File: config.mk
export PLATFORM = sky130hd
export DESIGN_NAME = sorted_set_min_queue
export DESIGN_NICKNAME = d
export VERILOG_FILES = /design/src/hw/rtl/ssmq_pkg.sv /design/src/hw/rtl/sorted_set_min_queue.sv /design/src/hw/rtl/ssmq_cell.sv
export SDC_FILE = /design/constraint.sdc
export NUM_CORES = 2
export LEC_CHECK = 0
export ABC_AREA = 1
export BUFFER_PORTS_ARGS = -buffer_cell sky130_fd_sc_hd__buf_4
export CAP_MARGIN = 20
export CORE_UTILIZATION = 25
export DETAILED_ROUTE_END_ITERATION = 12
export SLEW_MARGIN = 40
export SYNTH_ARGS = -nofsm -noshare
export SYNTH_HDL_FRONTEND = slang
export SYNTH_SLANG_ARGS = --single-unit
export TNS_END_PERCENT = 100
File: constraint.sdc
create_clock -name i_clk -period 4.8 [get_ports i_clk]
set_input_delay 0.72 -clock i_clk [delete_from_list [all_inputs] [get_ports i_clk]]
set_output_delay 0.72 -clock i_clk [all_outputs]
set_load 0.005 [all_outputs]
File: src/hw/rtl/ssmq_pkg.sv
// ssmq_pkg: shared types, codes and sizes for the sorted set minimum queue.
// No dependencies; imported by ssmq_cell and sorted_set_min_queue.
package ssmq_pkg;

    localparam int CAPACITY    = 32;
    localparam int VALUE_W     = 32;
    localparam int CNT_W       = $clog2(CAPACITY + 1);
    localparam int CMD_W       = 2;
    localparam int STATUS_W    = 2;
    localparam int COUNT_OUT_W = 6;
    localparam int S_TDATA_W   = 32;
    localparam int M_TDATA_W   = 40;

    typedef logic signed [VALUE_W-1:0] t_value;
    typedef logic [CNT_W-1:0]          t_count;
    typedef logic [CMD_W-1:0]          t_cmd;
    typedef logic [STATUS_W-1:0]       t_status;

    // commands carried in s_axis_tuser
    localparam t_cmd CMD_PUSH = 2'd0;
    localparam t_cmd CMD_POP  = 2'd1;
    localparam t_cmd CMD_PEEK = 2'd2;

    // result status carried in m_axis_tuser
    localparam t_status ST_OK    = 2'd0;
    localparam t_status ST_EMPTY = 2'd1;
    localparam t_status ST_DUP   = 2'd2;
    localparam t_status ST_FULL  = 2'd3;

    // what every cell does this cycle
    typedef logic [1:0] t_cell_op;
    localparam t_cell_op CELL_HOLD   = 2'd0;
    localparam t_cell_op CELL_INSERT = 2'd1;
    localparam t_cell_op CELL_SHIFT  = 2'd2;

    typedef struct packed {
        t_cell_op op;
        t_value   value;
    } t_cell_ctl;

    typedef struct packed {
        t_value value;
        logic   lt;
        logic   eq;
    } t_cell_out;

endpackage

File: src/hw/rtl/sorted_set_min_queue.sv
// sorted_set_min_queue: ordered set of signed 32-bit values with min pop/peek.
// Top level; depends on ssmq_pkg and ssmq_cell.
//
// Usage:
//   Input transactions arrive on s_axis_*: tuser carries the command (push,
//   pop, peek), tdata the value to push. Each input transaction gives one
//   result transaction on m_axis_*: tdata holds the smallest value (pop/peek)
//   and the count after the operation, tuser holds the status.
//   The values sit in a row of CAPACITY cells kept in ascending order. A push
//   is compared in every cell at once and the cells above the insert point
//   move up by one; a pop moves every cell down by one. One transaction is
//   taken per cycle while the receiver does not stall, and its result
//   appears in the output register on the following cycle.
//   The result sits in an output register; while the receiver stalls, one
//   result is held and s_axis_tready drops until it is taken.
//   Reset (synchronous, active low) empties the store and drops any pending
//   result. Cell contents are not cleared; slots above the count are unused.
module sorted_set_min_queue (
    input  logic                            i_clk,
    input  logic                            i_rst_n,
    input  logic                            s_axis_tvalid,
    output logic                            s_axis_tready,
    input  logic [ssmq_pkg::S_TDATA_W-1:0]  s_axis_tdata,  // [31:0] value_in
    input  ssmq_pkg::t_cmd                  s_axis_tuser,  // [1:0] command
    output logic                            m_axis_tvalid,
    input  logic                            m_axis_tready,
    output logic [ssmq_pkg::M_TDATA_W-1:0]  m_axis_tdata,  // [31:0] value_out,
                                                           // [37:32] count_after
    output ssmq_pkg::t_status               m_axis_tuser   // [1:0] status
);
    import ssmq_pkg::*;

    t_count    r_count;
    t_count    n_count;
    logic      r_out_valid;
    t_value    r_out_value;
    t_status   r_out_status;
    t_count    r_out_count;
    t_value    n_out_value;
    t_status   n_out_status;

    logic      w_accept;
    t_value    w_value_in;
    logic      w_dup;
    logic      w_full;
    logic      w_empty;
    t_cell_ctl w_ctl;

    t_cell_out w_cell       [CAPACITY];
    logic      w_valid      [CAPACITY];
    logic      w_left_lt    [CAPACITY];
    t_value    w_left_value [CAPACITY];
    t_value    w_right_value[CAPACITY];
    logic [CAPACITY-1:0] w_eq_vec;

    assign s_axis_tready = !r_out_valid || m_axis_tready;
    assign w_accept      = s_axis_tvalid && s_axis_tready;
    assign w_value_in    = t_value'(s_axis_tdata[VALUE_W-1:0]);

    genvar gi;
    generate
        for (gi = 0; gi < CAPACITY; gi++) begin : g_cell
            assign w_valid[gi]  = (t_count'(gi) < r_count);
            assign w_eq_vec[gi] = w_cell[gi].eq;

            if (gi == 0) begin : g_first
                assign w_left_lt[gi]    = 1'b1;
                assign w_left_value[gi] = '0;
            end else begin : g_inner
                assign w_left_lt[gi]    = w_cell[gi-1].lt;
                assign w_left_value[gi] = w_cell[gi-1].value;
            end

            if (gi == CAPACITY - 1) begin : g_last
                assign w_right_value[gi] = '0;
            end else begin : g_body
                assign w_right_value[gi] = w_cell[gi+1].value;
            end

            ssmq_cell u_cell (
                .i_clk         (i_clk),
                .i_ctl         (w_ctl),
                .i_valid       (w_valid[gi]),
                .i_left_lt     (w_left_lt[gi]),
                .i_left_value  (w_left_value[gi]),
                .i_right_value (w_right_value[gi]),
                .o_cell        (w_cell[gi])
            );
        end
    endgenerate

    assign w_dup   = |w_eq_vec;
    assign w_full  = (r_count == t_count'(CAPACITY));
    assign w_empty = (r_count == '0);

    always_comb begin
        w_ctl.value  = w_value_in;
        w_ctl.op     = CELL_HOLD;
        n_count      = r_count;
        n_out_value  = '0;
        n_out_status = ST_OK;
        if (w_accept) begin
            unique case (s_axis_tuser)
                CMD_PUSH: begin
                    // a duplicate wins over full
                    if (w_dup) begin
                        n_out_status = ST_DUP;
                    end else if (w_full) begin
                        n_out_status = ST_FULL;
                    end else begin
                        w_ctl.op = CELL_INSERT;
                        n_count  = r_count + t_count'(1);
                    end
                end
                CMD_POP, CMD_PEEK: begin
                    if (w_empty) begin
                        n_out_value  = t_value'(-1);
                        n_out_status = ST_EMPTY;
                    end else begin
                        n_out_value = w_cell[0].value;
                        if (s_axis_tuser == CMD_POP) begin
                            w_ctl.op = CELL_SHIFT;
                            n_count  = r_count - t_count'(1);
                        end
                    end
                end
                default: begin
                    n_out_value  = '0;
                    n_out_status = ST_OK;
                end
            endcase
        end
    end

    always_ff @(posedge i_clk) begin
        if (!i_rst_n) begin
            r_count     <= '0;
            r_out_valid <= 1'b0;
        end else begin
            r_count <= n_count;
            if (w_accept) begin
                r_out_valid <= 1'b1;
            end else if (m_axis_tready) begin
                r_out_valid <= 1'b0;
            end
        end
    end

    always_ff @(posedge i_clk) begin
        if (w_accept) begin
            r_out_value  <= n_out_value;
            r_out_status <= n_out_status;
            r_out_count  <= n_count;
        end
    end

    assign m_axis_tvalid = r_out_valid;
    assign m_axis_tuser  = r_out_status;
    assign m_axis_tdata  = {{(M_TDATA_W - VALUE_W - COUNT_OUT_W){1'b0}},
                            COUNT_OUT_W'(r_out_count), r_out_value};

    a_count_bound: assert property (@(posedge i_clk) disable iff (!i_rst_n)
        r_count <= t_count'(CAPACITY))
        else $error("occupancy above capacity");

    a_push_grows: assert property (@(posedge i_clk) disable iff (!i_rst_n)
        (w_accept && s_axis_tuser == CMD_PUSH && !w_dup && !w_full)
        |=> (r_count == $past(r_count) + t_count'(1)))
        else $error("accepted push did not grow the store");

    a_pop_shrinks: assert property (@(posedge i_clk) disable iff (!i_rst_n)
        (w_accept && s_axis_tuser == CMD_POP && !w_empty)
        |=> (r_count == $past(r_count) - t_count'(1)))
        else $error("pop did not shrink the store");

    a_result_follows: assert property (@(posedge i_clk) disable iff (!i_rst_n)
        w_accept |=> m_axis_tvalid)
        else $error("transaction accepted without a result");

    a_empty_count: assert property (@(posedge i_clk) disable iff (!i_rst_n)
        (m_axis_tvalid && m_axis_tuser == ST_EMPTY) |-> (r_out_count == '0))
        else $error("empty status with nonzero count");

    a_order: assert property (@(posedge i_clk) disable iff (!i_rst_n)
        (r_count >= t_count'(2)) |-> ($signed(w_cell[0].value) < $signed(w_cell[1].value)))
        else $error("head of the store out of order");

endmodule

File: src/hw/rtl/ssmq_cell.sv
// ssmq_cell: one slot of the sorted chain; compares against the pushed value
// and takes that value or data from its left or right neighbour. Depends on ssmq_pkg.
module ssmq_cell (
    input  logic                  i_clk,
    input  ssmq_pkg::t_cell_ctl   i_ctl,
    input  logic                  i_valid,
    input  logic                  i_left_lt,
    input  ssmq_pkg::t_value      i_left_value,
    input  ssmq_pkg::t_value      i_right_value,
    output ssmq_pkg::t_cell_out   o_cell
);
    import ssmq_pkg::*;

    t_value r_value;
    t_value n_value;
    logic   w_lt;

    assign w_lt = i_valid && ($signed(r_value) < $signed(i_ctl.value));

    assign o_cell.value = r_value;
    assign o_cell.lt    = w_lt;
    assign o_cell.eq    = i_valid && (r_value == i_ctl.value);

    always_comb begin
        unique case (i_ctl.op)
            CELL_INSERT: begin
                // the prefix below the new value stays; the slot at the
                // boundary takes the value, the rest move up by one
                if (w_lt) begin
                    n_value = r_value;
                end else if (i_left_lt) begin
                    n_value = i_ctl.value;
                end else begin
                    n_value = i_left_value;
                end
            end
            CELL_SHIFT: n_value = i_right_value;
            default:    n_value = r_value;
        endcase
    end

    always_ff @(posedge i_clk) begin
        r_value <= n_value;
    end

endmodule

==> results.cfg <==
[run_status]
outcome = finished, final reports clean

[clock_network]
clock_tree.root_cell = clkbuf_16
cts_tree = yes
clkSinkCount = 1071
cts_buffers = 142
worstSkewPairLatency_ns = 0.84
htreeDepth = 4
clk_pin_slew_ns = 0.06
max-clock-path-buffers = 3
post_cts_buffers = 0

[die]
die_h_um = 596
num_rows = 217
die_x_um = 596
start_util_pct = 25.2
core_um2 = 350000
design.die.area_um2 = 355000
boundaryPins = 82

[hold_path]
hold_start = m_axis_tready
hold_depth = 4
hold_end = m_axis_tvalid
min_path_type = in -> reg

[synthesis]
syn-cell-area_um2 = 88300
ys_ff_latch = 1071
post-synth-top-area-cell = edfxtp_1
ys_async_sr_fraction_pct = 0
synth_ff_type = edfxtp_1
syn_inst = 11666
synth_edf_count = 1064
postSynthAreaPerCell_um2 = 7.57
yosysSeqAreaShare_pct = 36.4
yosysWarnings = 0
synthTopCellsByArea = edfxtp_1 (36%), nand2_1 (21%), ha_1 (15%), nand4_1 (14%), a21oi_1 (3.2%)
synth_top_area_share_pct = 36.2
ys_types = 39

[routing]
first_iter_violations = 11175
drtAntennaViolNets = 0
drcViolationCount = 0
post_drt_wl_per_cell_um = 23.3
drt_first_pass_iters = 8
vias_per_cell = 5.51
wirelength_um = 376000
vias = 88896

[grt]
grt_max_degree = 186
grt_use_total_pct = 20.4
grt_pass1_vias = 82852
grt_overflow = 0
grt_pass1_wl_um = 553000
antenna_found_initial = 3

[pwr]
p_seq_share_pct = 38.3
cellPowerDensity_nw_per_um2 = 310
power.net_switching_mw = 11.1
internal_power_mw = 19.9
power.leakage_nw = 45.2
clkPwrFrac_pct = 35.0
p_sw_share_pct = 35.9
power_mw = 31.0
ir_drop_v = 0.000337
pwr-share-comb_pct = 26.7

[sta]
max_freq_ghz = 0.221
slew_headroom_pct = 34.8
grt_setup_unrepaired = false
maxSlewViolCount = 0
hold_viol = 0
timing.final.ws_setup_ns = 0.267
finalCritPeriodShare_pct = 94.4
finalSetupViolCount = 0
period_needed_ns = 4.53
clock_skew_ns = 0.0361
tightest_slew_ns = 0.978

[place]
globalplace.congestion = 0.944
portBuffers = 79
place_ws_ns = -0.208
dp_hpwl_um = 259000

[setup_path]
crit_slowest_cell = nor2_2
critPathCaptureType = flip-flop
crit_chain = inv_2 > ha_1 > nand3_1 > nand2_1 > nor2_1 > nand3_1 > nand2_1 > nor2_2 > nand2_1 > nor2_4 > nand2_4 > nor3_2 > buf_4 > buf_4 > nand4_1 > nand2_1 > buf_12
cpPeakStageDelay_ns = 0.43
critPathMaxFanout = 16
worstSetupPathType = reg -> reg
timing.rr.end = g_cell[9].u_cell.r_value[31]
r2r_start = r_count[1]
startpoint_type = flip-flop
cp.required_ns = 5.32
r2r_setup_slack_ns = 0.27
ff2ff_path_depth = 17
arrival_ns = 5.05
crit_top_cell = nand2_1

[finish]
final_util_pct = 28.6
n_fill_cell = 37955
multiInputGateArea_um2 = 51200
nets = 12476
seqCellArea_um2 = 32100
area_growth_pct = 13.3
drive_gt1_share_pct = 7.21

[job]
max-cap-violations = 0
[critical path, delay by kind of cell, from the launching register on]
family | cells | cell delay (ns)
AND/OR/NAND/NOR | 12 | 2.50
adder cells (fa/ha/maj) | 1 | 0.40
buffers and inverters | 4 | 0.91
flip-flops | 1 | 0.38
[power by group through the flow]
stage	Sequential (mW)	Clock [mW]	Combinational [mW]
after floorplan	11.7	0	5.33
after global placement	12.1	0	7.90
after detailed placement	12.1	0	8.04
after CTS	11.9	10.9	8.07
after global routing	11.9	11.2	9.11
final	11.9	10.9	8.28
[flip-flops by register name (all words and copies together) (netlist names)]
signal	count
g_cell.u_cell.r_value	1024
m_axis_tuser	2
m_axis_tvalid	1
r_count	6
r_out_count	6
r_out_value	32
[per-stage QoR]
stage / instance area [um2] / instances / TNS (ns) / hold slack [ns]
2_1_floorplan: 88300 / 11667 / 0 / 0.526
3_3_place_gp: 95400 / 15861 / -189.93 / 0.509
5_1_grt: 100000 / 16123 / 0 / 0.244
3_5_place_dp: 95400 / 15861 / -168.00 / 0.523
6_report: 100000 / 16129 / 0 / 0.205
4_1_cts: 100000 / 16122 / 0 / 0.158
[kinds of logic after synthesis]
logic type / Yosys count / synth area share [%]
other cells: 1 / 0.00425
fa+ha+maj: 1031 / 14.6
buf+inv: 1162 / 5.72
simple gates: 7505 / 37.9
xor+xnor: 7 / 0.0695
flops: 1071 / 36.4
compound gates: 889 / 5.36
[cells in the mapped netlist (all sizes together) (55+ instances only)]
master,n
a21oi,558
buf,304
clkbuf,629
edfxtp,1064
ha,1031
inv,227
nand2,4966
nand3,158
nand4,1967
nor2,394
o211ai,55
o21ai,217
[layout by cell type, fill, tap and decap left out, types with 3 or more instances in the layout]
cell	count
nand3b_1	12
diode_2	6
o21a_1	31
nand2_4	3
inv_2	68
nand4_1	1967
nor3_1	4
a31oi_1	10
bufinv_16	11
buf_6	5
buf_4	402
inv_1	156
clkinv_2	26
edfxtp_1	1064
nor2_1	383
buf_12	121
o21ai_2	5
o211ai_1	55
nor2_2	5
ha_1	1030
nor2_4	5
clkbuf_1	25
dfxtp_1	7
nand3_1	155
clkinv_1	38
a21o_1	15
inv_6	6
nand2_1	4961
a21oi_1	556
o21ai_0	211
clkinvlp_4	5
clkbuf_16	146
xor2_1	7
[layout make-up]
cell class	instances	share of cell area, %
diodes	6	0.0150
clock buffers	171	3.75
inverters	229	0.871
repair buffers	529	5.52
flip-flops and latches	1071	32.1
multi-input cells	9434	51.2
clock inverters	90	0.803
well taps	4599	5.75
[layer usage]
layer | routed length (um) | track usage [%]
met5 | 0 | 0
met4 | 27200 | 12.8
met3 | 36600 | 3.77
met2 | 163000 | 31.2
met1 | 149000 | 26.4
[timing repair]
action / 4_1_cts / 5_1_grt
hold buffers: 0 / 0
endpoints found under the setup margin: 0 / 66
resized for setup: 0 / 1
[worst max-delay path by stage]
stage	slack [ns]	cells past startpoint	end	from
after floorplan	0.48	16	g_cell[12].u_cell.r_value[0]	s_axis_tdata[31]
after global placement	-0.25	20	g_cell[9].u_cell.r_value[30]	s_axis_tdata[16]
after detailed placement	-0.21	20	g_cell[9].u_cell.r_value[30]	s_axis_tdata[6]
after CTS	0.28	17	g_cell[9].u_cell.r_value[25]	r_count[1]
after global routing	0.18	17	g_cell[9].u_cell.r_value[25]	r_count[1]
final	0.27	17	g_cell[9].u_cell.r_value[31]	r_count[1]
Note: power is estimated with default switching activity, not from simulation.
